==> config.mk <==
export PLATFORM = sky130hd
export DESIGN_NAME = golomb_stream_decoder_core
export DESIGN_NICKNAME = d
export VERILOG_FILES = /design/src/hw/rtl/gsd_pkg.sv /design/src/hw/rtl/gsd_fifo.sv /design/src/hw/rtl/gsd_front.sv /design/src/hw/rtl/gsd_back.sv /design/src/hw/rtl/golomb_stream_decoder_core.sv
export SDC_FILE = /design/constraint.sdc
export NUM_CORES = 1
export LEC_CHECK = 0
export BUFFER_PORTS_ARGS = -buffer_cell sky130_fd_sc_hd__clkbuf_2
export CORE_MARGIN = 3
export CORE_UTILIZATION = 40
export CTS_CLUSTER_SIZE = 20
export DETAILED_ROUTE_END_ITERATION = 8
export PLACE_DENSITY_LB_ADDON = 0.2
export SLEW_MARGIN = 25
export SYNTH_ARGS = -nofsm -noshare
export SYNTH_HDL_FRONTEND = slang
export SYNTH_SLANG_ARGS = --single-unit
==> constraint.sdc <==
create_clock -name clk_i -period 9.7 [get_ports clk_i]
set_clock_uncertainty 0.15 [all_clocks]
set_input_delay 0.485 -clock clk_i [delete_from_list [all_inputs] [get_ports clk_i]]
set_output_delay 0.485 -clock clk_i [all_outputs]
set_load 0.01 [all_outputs]
==> src/hw/rtl/gsd_pkg.sv <==
// Shared types, codes and divisor helper for the Golomb stream decoder.
// No dependencies; used by gsd_front, gsd_back and the top level.
package gsd_pkg;

  localparam int unsigned REM_WIDTH_DEFAULT = 16;
  localparam int unsigned QUO_WIDTH_DEFAULT = 16;
  localparam int unsigned QUEUE_DEPTH       = 2;

  localparam int unsigned CFG_IDX_W  = 1;
  localparam int unsigned CFG_DATA_W = 16;

  localparam logic [CFG_IDX_W-1:0] CFG_DIVISOR    = 1'b0;
  localparam logic [CFG_IDX_W-1:0] CFG_MAX_VALUES = 1'b1;

  typedef enum logic [1:0] {
    ST_OK         = 2'd0,
    ST_INCOMPLETE = 2'd1,
    ST_OVERFLOW   = 2'd2
  } gsd_status_e;

  typedef enum logic [1:0] {
    PH_START = 2'd0,
    PH_UNARY = 2'd1,
    PH_REM   = 2'd2,
    PH_HALT  = 2'd3
  } gsd_phase_e;

  // Divisor with everything the bit decoder needs, worked out at write time.
  typedef struct packed {
    logic [15:0] m;      // zero maps to one
    logic        pow2;   // signed Rice mode
    logic [4:0]  b;      // ceil(log2 m)
    logic [15:0] u;      // 2^b - m
    logic [4:0]  need;   // short remainder length
  } gsd_div_t;

  // Item from the bit decoder to the formatter.
  typedef struct packed {
    logic        neg;
    logic [31:0] mag;
    gsd_status_e status;
    logic        stream_final;
  } gsd_job_t;

  // Item on the result queue.
  typedef struct packed {
    logic signed [32:0] value;
    gsd_status_e        status;
    logic               stream_final;
  } gsd_res_t;

  function automatic gsd_div_t gsd_derive(logic [15:0] raw);
    gsd_div_t    d;
    logic [15:0] m;
    logic [15:0] mm1;
    logic [4:0]  b;
    m   = (raw == 16'd0) ? 16'd1 : raw;
    mm1 = m - 16'd1;
    b   = 5'd0;
    // bit length of m-1
    for (int i = 0; i < 16; i++) begin
      if (mm1[i]) b = 5'(i + 1);
    end
    d.m    = m;
    d.pow2 = ((m & mm1) == 16'd0);
    d.b    = b;
    d.u    = 16'((17'd1 << b) - {1'b0, m});
    d.need = d.pow2 ? b : 5'(b - 5'd1);
    return d;
  endfunction

endpackage

==> src/hw/rtl/gsd_fifo.sv <==
// Small first-word-fall-through queue of flops.
// Generic; no package dependency.
module gsd_fifo #(
  parameter int unsigned WIDTH = 8,
  parameter int unsigned DEPTH = 2
) (
  input  logic             clk_i,
  input  logic             rst_ni,
  input  logic             push_i,
  input  logic [WIDTH-1:0] wdata_i,
  output logic             full_o,
  input  logic             pop_i,
  output logic [WIDTH-1:0] rdata_o,
  output logic             empty_o
);

  localparam int unsigned AW = (DEPTH > 1) ? $clog2(DEPTH) : 1;
  localparam int unsigned CW = $clog2(DEPTH + 1);

  logic [WIDTH-1:0] mem_q [DEPTH];
  logic [AW-1:0]    wr_ptr_q, wr_ptr_d;
  logic [AW-1:0]    rd_ptr_q, rd_ptr_d;
  logic [CW-1:0]    cnt_q, cnt_d;

  assign full_o  = (cnt_q == CW'(DEPTH));
  assign empty_o = (cnt_q == '0);
  assign rdata_o = mem_q[rd_ptr_q];

  always_comb begin
    wr_ptr_d = wr_ptr_q;
    rd_ptr_d = rd_ptr_q;
    if (push_i) wr_ptr_d = (wr_ptr_q == AW'(DEPTH - 1)) ? '0 : wr_ptr_q + 1'b1;
    if (pop_i)  rd_ptr_d = (rd_ptr_q == AW'(DEPTH - 1)) ? '0 : rd_ptr_q + 1'b1;
    case ({push_i, pop_i})
      2'b10:   cnt_d = cnt_q + 1'b1;
      2'b01:   cnt_d = cnt_q - 1'b1;
      default: cnt_d = cnt_q;
    endcase
  end

  always_ff @(posedge clk_i or negedge rst_ni) begin
    if (!rst_ni) begin
      wr_ptr_q <= '0;
      rd_ptr_q <= '0;
      cnt_q    <= '0;
    end else begin
      wr_ptr_q <= wr_ptr_d;
      rd_ptr_q <= rd_ptr_d;
      cnt_q    <= cnt_d;
    end
  end

  always_ff @(posedge clk_i) begin
    if (push_i) mem_q[wr_ptr_q] <= wdata_i;
  end

  a_cnt_bound: assert property (@(posedge clk_i) disable iff (!rst_ni)
    cnt_q <= CW'(DEPTH))
    else $error("queue count above depth");

  a_empty_ptrs: assert property (@(posedge clk_i) disable iff (!rst_ni)
    empty_o |-> wr_ptr_q == rd_ptr_q)
    else $error("empty queue with pointers apart");

  a_full_ptrs: assert property (@(posedge clk_i) disable iff (!rst_ni)
    full_o |-> wr_ptr_q == rd_ptr_q)
    else $error("full queue with pointers apart");

endmodule

==> src/hw/rtl/gsd_front.sv <==
// Bit decoder: config registers, code state machine, running q*M product.
// Depends on gsd_pkg.
module gsd_front #(
  parameter int unsigned REMAINDER_WIDTH = 16,
  parameter int unsigned QUOTIENT_WIDTH  = 16
) (
  input  logic                             clk_i,
  input  logic                             rst_ni,
  input  logic                             cfg_we_i,
  input  logic [gsd_pkg::CFG_IDX_W-1:0]    cfg_idx_i,
  input  logic [gsd_pkg::CFG_DATA_W-1:0]   cfg_wdata_i,
  input  logic                             accept_i,
  input  logic                             code_bit_i,
  input  logic                             stream_end_i,
  output logic                             busy_o,
  output logic                             job_push_o,
  output gsd_pkg::gsd_job_t                job_o
);

  import gsd_pkg::*;

  localparam int unsigned RW = REMAINDER_WIDTH;
  localparam int unsigned QW = QUOTIENT_WIDTH;

  gsd_div_t          div_q;
  logic [15:0]       maxv_q;
  logic              recalc_q;

  gsd_phase_e        phase_q, phase_d;
  logic              neg_q, neg_d;
  logic [QW-1:0]     q_q, q_d;
  logic [RW-1:0]     acc_q, acc_d;
  logic [4:0]        rbits_q, rbits_d;
  logic [15:0]       vd_q, vd_d;
  logic [32:0]       base_q, base_d;  // q*M, bit 32 sticky once it reaches 2^32

  logic [QW+15:0]    prod;
  logic [47:0]       prod_wide;
  logic [32:0]       prod_sat;
  logic [32:0]       base_inc;
  logic [RW-1:0]     acc_new;
  logic [4:0]        rbits_new;
  logic [31:0]       r32, u32, r_adj, r_use;
  logic              rem_done;
  logic [33:0]       sum;
  logic              ovf;
  logic [15:0]       vd_inc;
  logic              emit, val_path, fin, stream_fin;
  gsd_status_e       status;

  // Config registers; a divisor write re-derives q*M on the next cycle.
  always_ff @(posedge clk_i or negedge rst_ni) begin
    if (!rst_ni) begin
      div_q    <= gsd_derive(16'd4);
      maxv_q   <= '0;
      recalc_q <= 1'b0;
    end else begin
      recalc_q <= 1'b0;
      if (cfg_we_i) begin
        unique case (cfg_idx_i)
          CFG_DIVISOR: begin
            div_q    <= gsd_derive(cfg_wdata_i);
            recalc_q <= 1'b1;
          end
          CFG_MAX_VALUES: maxv_q <= cfg_wdata_i;
          default: ;
        endcase
      end
    end
  end

  assign busy_o = recalc_q;

  assign prod      = q_q * div_q.m;
  assign prod_wide = 48'(prod);
  assign prod_sat  = (|prod_wide[47:32]) ? {1'b1, 32'd0} : {1'b0, prod_wide[31:0]};
  assign base_inc  = base_q[32] ? base_q : base_q + 33'(div_q.m);

  assign acc_new   = RW'({acc_q, code_bit_i});
  assign rbits_new = rbits_q + 5'(rbits_q != 5'd31);
  assign r32       = 32'(acc_new);
  assign u32       = 32'(div_q.u);

  // Pow2: b bits. Truncated binary: short ends once r < u, long after b bits.
  always_comb begin
    if (div_q.pow2) begin
      rem_done = (rbits_new >= div_q.need);
      r_adj    = r32;
    end else if (rbits_new >= div_q.b) begin
      rem_done = 1'b1;
      r_adj    = (r32 >= u32) ? r32 - u32 : r32;
    end else begin
      rem_done = (rbits_new >= div_q.need) && (r32 < u32);
      r_adj    = r32;
    end
  end

  assign r_use  = (phase_q == PH_REM) ? r_adj : 32'd0;
  assign sum    = 34'(base_q) + 34'(r_use);
  assign ovf    = |sum[33:32];
  assign vd_inc = vd_q + 16'd1;

  always_comb begin
    phase_d  = phase_q;
    neg_d    = neg_q;
    q_d      = q_q;
    acc_d    = acc_q;
    rbits_d  = rbits_q;
    vd_d     = vd_q;
    base_d   = base_q;
    emit     = 1'b0;
    val_path = 1'b0;
    fin      = 1'b0;
    status   = ST_OK;

    if (recalc_q) begin
      base_d = prod_sat;
    end else if (accept_i) begin
      unique case (phase_q) inside
        PH_HALT: begin
          if (stream_end_i) begin
            phase_d = PH_START;
            vd_d    = '0;
          end
        end
        PH_START, PH_UNARY: begin
          if (phase_q == PH_START && div_q.pow2) begin
            neg_d   = code_bit_i;
            phase_d = PH_UNARY;
            if (stream_end_i) begin
              emit   = 1'b1;
              status = ST_INCOMPLETE;
            end
          end else if (code_bit_i) begin
            if (&q_q) begin
              emit   = 1'b1;
              status = ST_OVERFLOW;
            end else begin
              q_d     = q_q + 1'b1;
              base_d  = base_inc;
              phase_d = PH_UNARY;
              if (stream_end_i) begin
                emit   = 1'b1;
                status = ST_INCOMPLETE;
              end
            end
          end else begin
            phase_d = PH_REM;
            acc_d   = '0;
            rbits_d = '0;
            if (div_q.need == 5'd0) begin
              val_path = 1'b1;
            end else if (stream_end_i) begin
              emit   = 1'b1;
              status = ST_INCOMPLETE;
            end
          end
        end
        PH_REM: begin
          acc_d   = acc_new;
          rbits_d = rbits_new;
          if (rem_done) begin
            val_path = 1'b1;
          end else if (stream_end_i) begin
            emit   = 1'b1;
            status = ST_INCOMPLETE;
          end
        end
        default: ;
      endcase

      if (val_path) begin
        emit = 1'b1;
        if (ovf) begin
          status = ST_OVERFLOW;
        end else begin
          vd_d = vd_inc;
          fin  = stream_end_i || (maxv_q != 16'd0 && vd_inc == maxv_q);
        end
      end
    end

    stream_fin = (status != ST_OK) || fin;

    if (emit) begin
      neg_d   = 1'b0;
      q_d     = '0;
      acc_d   = '0;
      rbits_d = '0;
      base_d  = '0;
      if (stream_fin && !stream_end_i) begin
        phase_d = PH_HALT;
      end else begin
        phase_d = PH_START;
        if (stream_end_i) vd_d = '0;
      end
    end

    job_push_o          = emit;
    job_o.neg           = neg_q;
    job_o.mag           = sum[31:0];
    job_o.status        = status;
    job_o.stream_final  = stream_fin;
  end

  always_ff @(posedge clk_i or negedge rst_ni) begin
    if (!rst_ni) begin
      phase_q <= PH_START;
      neg_q   <= 1'b0;
      q_q     <= '0;
      acc_q   <= '0;
      rbits_q <= '0;
      vd_q    <= '0;
      base_q  <= '0;
    end else begin
      phase_q <= phase_d;
      neg_q   <= neg_d;
      q_q     <= q_d;
      acc_q   <= acc_d;
      rbits_q <= rbits_d;
      vd_q    <= vd_d;
      base_q  <= base_d;
    end
  end

  a_halt_clear: assert property (@(posedge clk_i) disable iff (!rst_ni)
    phase_q == PH_HALT |-> q_q == '0 && rbits_q == '0 && base_q == '0)
    else $error("halted with code state left");

  a_err_final: assert property (@(posedge clk_i) disable iff (!rst_ni)
    job_push_o && job_o.status != ST_OK |-> job_o.stream_final)
    else $error("error item does not close the stream");

  a_end_restart: assert property (@(posedge clk_i) disable iff (!rst_ni)
    accept_i && stream_end_i |=> phase_q == PH_START && vd_q == '0)
    else $error("stream end did not restart decoding");

endmodule

==> src/hw/rtl/gsd_back.sv <==
// Result formatter: signs the magnitude, zeroes error items, feeds result queue.
// Depends on gsd_pkg.
module gsd_back (
  input  logic              job_empty_i,
  input  gsd_pkg::gsd_job_t job_i,
  output logic              job_pop_o,
  input  logic              res_full_i,
  output logic              res_push_o,
  output gsd_pkg::gsd_res_t res_o
);

  import gsd_pkg::*;

  logic [32:0] mag33;

  assign job_pop_o  = !job_empty_i && !res_full_i;
  assign res_push_o = job_pop_o;
  assign mag33      = {1'b0, job_i.mag};

  always_comb begin
    res_o.status       = job_i.status;
    res_o.stream_final = job_i.stream_final;
    unique case (job_i.status)
      ST_OK:   res_o.value = job_i.neg ? -$signed(mag33) : $signed(mag33);
      default: res_o.value = '0;
    endcase
  end

endmodule

==> src/hw/rtl/golomb_stream_decoder_core.sv <==
// Golomb / Rice serial bitstream decoder, top level.
// Depends on gsd_pkg, gsd_front, gsd_fifo and gsd_back.
//
// Input channel: one coded bit per item (code_bit_i, stream_end_i), taken
// at an edge with push high and full low. Result channel: the oldest result
// sits on decoded_value_o / status_o / stream_final_o while empty is low and
// leaves at an edge with pop high. A result is registered in the job queue and then
// in the result queue after the bit that completes a code (or ends the stream in
// error) is taken; bits that complete nothing give no result.
// Throughput is one bit per cycle while full is low: the bit decoder
// updates its state for each bit taken and keeps q*M as a running sum.
// Writing the divisor holds full high for the following cycle while q*M
// is rebuilt with one multiply. A two-entry queue sits between the decoder
// and the formatter and another in front of the result ports, so a stalled
// receiver only backs up into full once both queues are full.
// Configuration: cfg_we_i with cfg_idx_i 0 (divisor) or 1 (max_values),
// written while the block is idle. Reset gives divisor 4, max_values 0,
// empty queues and a decoder waiting for the first bit of a code.
module golomb_stream_decoder_core #(
  parameter int unsigned REMAINDER_WIDTH = gsd_pkg::REM_WIDTH_DEFAULT,
  parameter int unsigned QUOTIENT_WIDTH  = gsd_pkg::QUO_WIDTH_DEFAULT
) (
  input  logic                           clk_i,
  input  logic                           rst_ni,
  input  logic                           cfg_we_i,
  input  logic [gsd_pkg::CFG_IDX_W-1:0]  cfg_idx_i,
  input  logic [gsd_pkg::CFG_DATA_W-1:0] cfg_wdata_i,
  input  logic                           push,
  output logic                           full,
  input  logic                           code_bit_i,
  input  logic                           stream_end_i,
  output logic                           empty,
  input  logic                           pop,
  output logic signed [32:0]             decoded_value_o,
  output logic [1:0]                     status_o,
  output logic                           stream_final_o
);

  import gsd_pkg::*;

  logic     accept;
  logic     busy;
  logic     job_push, job_full, job_pop, job_empty;
  gsd_job_t job_in, job_out;
  logic     res_push, res_full;
  gsd_res_t res_in, res_out;

  assign full   = job_full || busy;
  assign accept = push && !full;

  gsd_front #(
    .REMAINDER_WIDTH (REMAINDER_WIDTH),
    .QUOTIENT_WIDTH  (QUOTIENT_WIDTH)
  ) u_front (
    .clk_i        (clk_i),
    .rst_ni       (rst_ni),
    .cfg_we_i     (cfg_we_i),
    .cfg_idx_i    (cfg_idx_i),
    .cfg_wdata_i  (cfg_wdata_i),
    .accept_i     (accept),
    .code_bit_i   (code_bit_i),
    .stream_end_i (stream_end_i),
    .busy_o       (busy),
    .job_push_o   (job_push),
    .job_o        (job_in)
  );

  gsd_fifo #(
    .WIDTH ($bits(gsd_job_t)),
    .DEPTH (QUEUE_DEPTH)
  ) u_job_q (
    .clk_i   (clk_i),
    .rst_ni  (rst_ni),
    .push_i  (job_push),
    .wdata_i (job_in),
    .full_o  (job_full),
    .pop_i   (job_pop),
    .rdata_o (job_out),
    .empty_o (job_empty)
  );

  gsd_back u_back (
    .job_empty_i (job_empty),
    .job_i       (job_out),
    .job_pop_o   (job_pop),
    .res_full_i  (res_full),
    .res_push_o  (res_push),
    .res_o       (res_in)
  );

  gsd_fifo #(
    .WIDTH ($bits(gsd_res_t)),
    .DEPTH (QUEUE_DEPTH)
  ) u_res_q (
    .clk_i   (clk_i),
    .rst_ni  (rst_ni),
    .push_i  (res_push),
    .wdata_i (res_in),
    .full_o  (res_full),
    .pop_i   (pop && !empty),
    .rdata_o (res_out),
    .empty_o (empty)
  );

  assign decoded_value_o = res_out.value;
  assign status_o        = res_out.status;
  assign stream_final_o  = res_out.stream_final;

endmodule
=== After elaboration in Yosys (flattened, before gate mapping) ===
Memory sizes are Yosys's and may differ from the RTL's.
Index checks and enable logic that the tools add are counted.

* ROM bits: 0
* Word-level logic and storage cells: 238
* Memory bits (writable): 144
* Input port bits: 24
* Bits in latches: 0
* Output and inout bits: 38
* Bits in registers: 156
* Memories: 2

{| class="wikitable"
|+ Memory list
! memory !! depth !! width !! rd ports !! clocked after memory_dff !! wr ports !! line !! source
|-
| u_job_q.mem_q || 2 || 36 || 1 || 0 || 1 || gsd_fifo.sv:20 || <nowiki>logic [WIDTH-1:0] mem_q [DEPTH];</nowiki>
|-
| u_res_q.mem_q || 2 || 36 || 1 || 0 || 1 || gsd_fifo.sv:20 ||
|}

* Divide/modulo/power cells: 0
* Order comparisons: 4
* $mul: 1
* Reduce and logical (&&, ||, !) cells: 46
* Add/sub/neg operators: 18
* Bitwise logic cells: 2
* Shift-type cells: 1
* Equality and inequality tests: 21
* Muxes and demuxes: 122

{| class="wikitable"
|+ Operator list
! kind !! number
|-
| 2-to-1 mux 33 bit || 10
|-
| 2-to-1 mux 16 bit || 17
|-
| 2-to-1 mux 32 bit || 4
|-
| 2-to-1 mux 5 bit || 23
|-
| 2-to-1 mux 15 bit || 5
|-
| 2-to-1 mux 1 bit || 40
|-
| adder 33 x 32 -> 34 bit || 1
|-
| adder 33 x 16 -> 33 bit || 1
|-
| negation 32 -> 33 bit || 1
|-
| adder 16 x 1 -> 16 bit (second input constant) || 2
|-
| logical NOT 16 bit || 2
|-
| multiplier 16 x 16 -> 32 bit || 1
|-
| 2-to-1 mux 2 bit || 15
|-
| case mux 15 bit (2 select lines) || 1
|-
| subtractor 16 x 16 -> 17 bit || 1
|-
| bitwise AND 16 bit || 1
|-
| equality test 16 bit || 1
|-
| >= comparator 16 bit || 1
|-
| less-than comparator 16 bit || 1
|-
| case mux 2 bit (2 select lines) || 4
|-
| AND reduction 16 bit || 1
|-
| nonzero test 16 bit || 1
|-
| left shift 1 x 5 -> 16 bit (first input constant) || 1
|-
| subtractor 16 x 1 -> 16 bit (second input constant) || 1
|-
| other kinds (29) || 79
|}

=== Longest topological paths before layout ===
* Depth after elaboration: 23
* Gate-level depth with buffers: 29

=== Hierarchy ===
From an unflattened synthesis, not the netlist that was laid out.

* Cells, all modules: 2968
* Area, all modules: 27904.3 um2

{| class="wikitable"
|+ By module, submodules not included
! module !! area an instance (um2) !! cells an instance !! instances
|-
| gsd_front || 20873.8 || 2517 || 1
|-
| gsd_fifo || 2931.6 || 128 || 2
|-
| gsd_back || 1147.4 || 192 || 1
|-
| golomb_stream_decoder_core || 20.0 || 3 || 1
|}

=== Worst setup path before layout ===
Ideal clock, no wire load.

* Path type: reg2reg
* Start: reg u_front.q_q[5]
* End: reg u_front.base_q[28]
* Data arrival time: 6.344 ns
* Path slack: 3.071 ns
* Cell stages (with the launch flop): 26
* Clock period less this slack: 6.629 ns
* Buffers on the path: 2
* Library setup time: 0.135 ns
* Cells stage by stage: dfrtp_1 clkbuf_1 buf_1 nand2_1 fa_1 inv_1 fa_1 inv_1 fa_1 inv_1 fa_1 inv_1 fa_1 inv_1 fa_1 ha_1 nand3_1 a211oi_1 nor3_1 a2111oi_0 a211oi_1 o31ai_1 a21oi_1 xnor2_1 nand2_1 o31ai_1

* Longest elaborated chain between the ends: 10
* Elaborated cells on any way between the ends: 18
* Classes of those cells: mul (1); eq/ne (3); mux (9); reduce/logical (5)

{| class="wikitable"
|+ RTL lines
! item !! line !! source
|-
| start: declaration || gsd_front.sv:31 || <nowiki>logic [QW-1:0] q_q, q_d;</nowiki>
|-
| start signal: assignment || gsd_front.sv:218 || <nowiki>q_q <= q_d;</nowiki>
|-
| branches (longest 10 deep; another with multiplier 16 x 16 -> 32 bit) || -- ||
|-
| end signal: assignment || gsd_front.sv:222 || <nowiki>base_q <= base_d;</nowiki>
|-
| end: declaration || gsd_front.sv:35 || <nowiki>logic [32:0] base_q, base_d;</nowiki>
|}

Parallel ways; which one is timed is not known.
A chain may end at the register's enable or synchronous reset.

=== Worst setup path in the final report ===
* Start: reg u_front.div_q[33] (netlist name)
* End: reg u_front.base_q[28]

* Longest elaborated chain between the ends: 9
* Elaborated cells on any way between the ends: 10
* Classes of those cells: add/sub (1); mul (1); mux (8)

{| class="wikitable"
|+ RTL lines
! item !! line !! source
|-
| start: declaration || gsd_front.sv:25 || <nowiki>gsd_div_t div_q;</nowiki>
|-
| start signal: assignment || gsd_front.sv:54 || <nowiki>div_q <= gsd_derive(16'd4);</nowiki>
|-
| start signal: assignment || gsd_front.sv:62 || <nowiki>div_q <= gsd_derive(cfg_wdata_i);</nowiki>
|-
| branches (longest 7 deep; another with multiplier 16 x 16 -> 32 bit) || -- ||
|-
| 2-to-1 mux 33 bit (*) || gsd_front.sv:116 || <nowiki>if (recalc_q) begin</nowiki>
|-
| 2-to-1 mux 33 bit (*) || gsd_front.sv:185 || <nowiki>if (emit) begin</nowiki>
|}

Every way passes the cells marked *. The select of a mux whose other input is x is not followed.

==> summary.txt <==
Setup path
  – Critical path peak fanout: 18
  – Critical Path Start Type: flop
  – R2r setup slk: 2380 ps
  – CP arrival: 7570 ps
  – R2R Path Start: u_front.div_q[33]
  – RR Endpoint: u_front.base_q[28]
  – WS Path Type: flop to flop
  – Reg2reg path depth: 23
  – CP endpoint kind: flop
  – CP required: 9960 ps

Clock tree
  – Htree depth: 2
  – Clock Root Buffer: clkbuf_16
  – Clock insertion delay at the later pin of the skew report: 550 ps
  – CTS tree: built
  – TritonCTS Buffers: 36
  – Worst-path clk slew: 60 ps
  – Clk sinks: 300
  – CTS Buffer Depth: 3

Power and ir drop
  – Leakage: 13.7 nW
  – Combinational power share: 0.378
  – PD cells: 180 nW/µm²
  – Clk network pwr share: 0.243
  – Sw power: 1.95 mW
  – Sequential Power Share: 0.379
  – Internal power: 3.32 mW
  – VDD IR max: 0.121 mV
  – Sw Share: 0.370

Floorplanning
  – Ports: 62
  – Floorplan row count: 94
  – Die span in x: 266 µm
  – Starting Density: 0.408
  – Die area: 70,800 µm²
  – Die Y: 266 µm
  – Total core area: 66,300 µm²

Routing
  – Routed Antenna Nets: 0
  – Wire per inst: 18.0 µm
  – Via count: 20,191
  – Vias per inst: 5.36
  – Starting DRT DRC Count: 1,439
  – Final wirelength: 67,700 µm
  – First-pass DRT Iterations: 7
  – Post-route DRC violation count: 0

Placed design
  – DP Wirelength: 51,800 µm
  – RD Place Congestion: 0.900
  – Port Buf Inserts: 61
  – Dpl cells: 3,705

Logic synthesis
  – Post-Synth Adder-Cell Area: 0.248
  – Share of flip-flops with an asynchronous set or reset: 0.520
  – Number of synthesis warnings: 0
  – Mean Syn Cell Area: 9.33 µm²
  – Simple-Gate Fraction of Synth Area: 0.163
  – Sequential fraction of the synthesis area: 0.304
  – Mux share of post-synthesis cell area: 0.0341
  – #FFs+latches synth: 300
  – Syn_nets: 3,341
  – Mapped cell area: 27,100 µm²
  – Top FF cell, synth: dfrtp_1
  – Distinct cell type count after synthesis: 81
  – Synth Instances: 2,899
  – Synth Area in Compound Gates: 0.128
  – Synth Area in XOR/XNOR: 0.0589
  – EDFF count, synth: 144
  – Largest family of logic cells by synthesized area: adder cells

STA
  – RSZ-0062 raised after global routing: false
  – Setup TNS: 0 ps
  – Slew @ Worst Pin: 1090 ps
  – Final Max Slew Viols: 0
  – Final Hold Vio Count: 0
  – Max Clock Freq: 137 MHz
  – Final clock period utilization by the worst path: 0.755
  – Final setup viols: 0
  – Final min period: 7320 ps
  – Relative slew slack: 0.269

Global routing
  – Overall routing resource usage: 0.193
  – Vias in the first global route: 20,243
  – Antenna violations before repair: 3
  – Pin count of the biggest net entering global routing: 82
  – GRT overflow: 0
  – First-pass GRT wire length: 110,000 µm

Finish
  – Final Net Count: 3,324
  – Area growth syn-to-layout: 8.20%
  – Fillers: 6,395
  – Final Non-Filler Cells: 3,769
  – Reg area: 8240 µm²
  – Ant diodes: 0
  – Area occupied by multi-input gates: 17,200 µm²
  – Layout cells sized above 1: 0.0809
  – Post-Route Utilization: 0.441

Hold path
  – WHS Path Cells: 2
  – Hold path endpoint: u_front.phase_q[0]
  – Min-delay src: stream_end_i
  – Hold crit path type: input pin to flop

Flow run
  – Max Cap Viol: 0

Run status
  – Outcome: complete, no violations
## worst max path at each step
stage                      start            endpoint  slack [ps]  depth (start not counted)
6_report       u_front.div_q[33]  u_front.base_q[28]        2380                         23
5_1_grt        u_front.div_q[41]  u_front.base_q[30]        2030                         21
4_1_cts        u_front.div_q[41]  u_front.base_q[30]        2470                         20
3_5_place_dp      u_front.q_q[5]  u_front.base_q[28]        2460                         23
3_3_place_gp      u_front.q_q[5]  u_front.base_q[28]        2610                         23
2_1_floorplan     u_front.q_q[5]  u_front.base_q[28]        3070                         25
## registers in the layout, summed over array words and instances, names as in the netlist, 2 cells and up
register,flops
u_front.acc_q,15
u_front.base_q,33
u_front.div_q,43
u_front.maxv_q,16
u_front.phase_q,2
u_front.q_q,16
u_front.rbits_q,5
u_front.vd_q,16
u_job_q.cnt_q,2
u_job_q.mem_q,72
u_res_q.cnt_q,2
u_res_q.mem_q,72
## final cells by class
class,count,share of cell area
timing repair buffer,90,0.0194
multi-input combinational,2156,0.586
sequential,300,0.281
tap,864,0.0369
clock buffer,47,0.0335
clock inverter,14,0.00423
inverter,298,0.0382
## cell usage in the layout, fill, tap and decap left out, types with 8 or more instances in the layout
cell type  synthesis  routed
inv_1            297     297
or2_2             16      16
a211oi_1          35      35
nor3b_1            8       8
a21o_1            56      56
nand3_1           67      67
nor4_1            15      13
nand2b_1          25      24
xnor2_1          106     106
nand2_1          335     335
a21oi_1          148     148
a21boi_0           8       8
and3_1            34      34
nor3_1            50      49
or3_1             15      15
ha_1             220     220
clkbuf_16          0      36
and2_1           106     106
o31ai_1           18      18
mux2i_1           37      37
o21ai_0          123     122
nor2b_1           18      18
dfrtp_1          152     150
o21bai_1          18      18
a31oi_1           17      17
nand4_1           18      18
clkbuf_2           0      60
edfxtp_1         144     144
fa_1             198     198
nor2_1           204     202
buf_4              2      25
a22o_1            24      24
o21a_1            18      18
xor2_1            76      76
mux2_2            49      49
## critical path, cell delays in order (launching register included)
cell and delay (ps):
dfrtp_1 820, nand2_1 180, fa_1 580, inv_1 60
fa_1 530, inv_1 50, fa_1 510, inv_1 50
fa_1 480, inv_1 60, fa_1 530, inv_1 60
fa_1 480, ha_1 400, nand3_1 140, a211oi_1 410
nor3_1 140, a2111oi_0 670, a211oi_1 150, o31ai_1 330
a21oi_1 130, xnor2_1 130, nand2_1 70, o31ai_1 70
## cell usage after synthesis, types with 5 or more instances
| master | number | area, µm² |
|---|---|---|
| and3_1 | 34 | 213 |
| nor4_1 | 15 | 93.8 |
| a21boi_0 | 8 | 60.1 |
| a21o_1 | 56 | 420 |
| mux2_2 | 49 | 552 |
| fa_1 | 198 | 3960 |
| a2111oi_0 | 5 | 43.8 |
| and4_1 | 5 | 43.8 |
| nor2_1 | 204 | 766 |
| or2_2 | 16 | 100 |
| o21ai_0 | 123 | 616 |
| mux2i_1 | 37 | 370 |
| o21bai_1 | 18 | 135 |
| or3_1 | 15 | 93.8 |
| nor3_1 | 50 | 250 |
| a31oi_1 | 17 | 106 |
| a21oi_1 | 148 | 741 |
| o211ai_1 | 6 | 45.0 |
| clkbuf_1 | 116 | 435 |
| o31ai_1 | 18 | 135 |
| buf_1 | 11 | 41.3 |
| dfrtp_1 | 152 | 3800 |
| inv_1 | 297 | 1110 |
| and2_1 | 106 | 663 |
| edfxtp_1 | 144 | 4320 |
| nand2_1 | 335 | 1260 |
| nor2b_1 | 18 | 113 |
| nand3_1 | 67 | 335 |
| a211oi_1 | 35 | 263 |
| a22o_1 | 24 | 210 |
| nand2b_1 | 25 | 156 |
| o21a_1 | 18 | 135 |
| xor2_1 | 76 | 666 |
| buf_2 | 13 | 65.1 |
| xnor2_1 | 106 | 928 |
| nor3b_1 | 8 | 60.1 |
| ha_1 | 220 | 2750 |
| nand4_1 | 18 | 113 |
| o21ai_1 | 7 | 35.0 |
## power groups by stage
stage	Clock [mW]	Combinational [mW]	Sequential (mW)
4_1_cts	1.32	1.99	2.00
3_3_place_gp	0	1.95	2.01
3_5_place_dp	0	1.98	2.02
2_1_floorplan	0	1.51	1.90
5_1_grt	1.38	2.24	2.04
6_report	1.28	1.99	2.00
## cells by family (layout without fill, tap and decap cells)
| kind of cell | after synthesis | after routing |
|---|---|---|
| adders and majority gates | 418 | 418 |
| muxes | 86 | 86 |
| AOI/OAI and AO/OA | 537 | 537 |
| DFF | 300 | 300 |
| and+or+nand+nor | 933 | 933 |
| xor gates and xnor gates | 182 | 182 |
| buffers and inverters | 443 | 449 |
## routing by layer
metal	track usage	up-vias	part of all wire
met5	0	-	0.00016
met4	0.0483	2	0.020
li1	-	9785	-
met1	0.281	9855	0.48
met3	0.0335	75	0.060
met2	0.298	474	0.44
## what timing repair did
action | in CTS | in global routing
gates resized for setup | 0 | 0
endpoints found under the hold margin | 77 | 0
hold buffers | 1 | 0
buffers inserted | 0 | 0
## through the flow
step / area [µm²] / worst slack, ps / hold slack (ps) / power [mW]
final: 29300 / 2380 / 121 / 5.27
after global routing: 29300 / 2030 / 114 / 5.65
after CTS: 29200 / 2470 / 87.4 / 5.31
after detailed placement: 28100 / 2460 / 324 / 4.00
after global placement: 28100 / 2610 / 314 / 3.96
after floorplan: 27100 / 3070 / 39.4 / 3.41
Power figures use the tool's default switching activity.
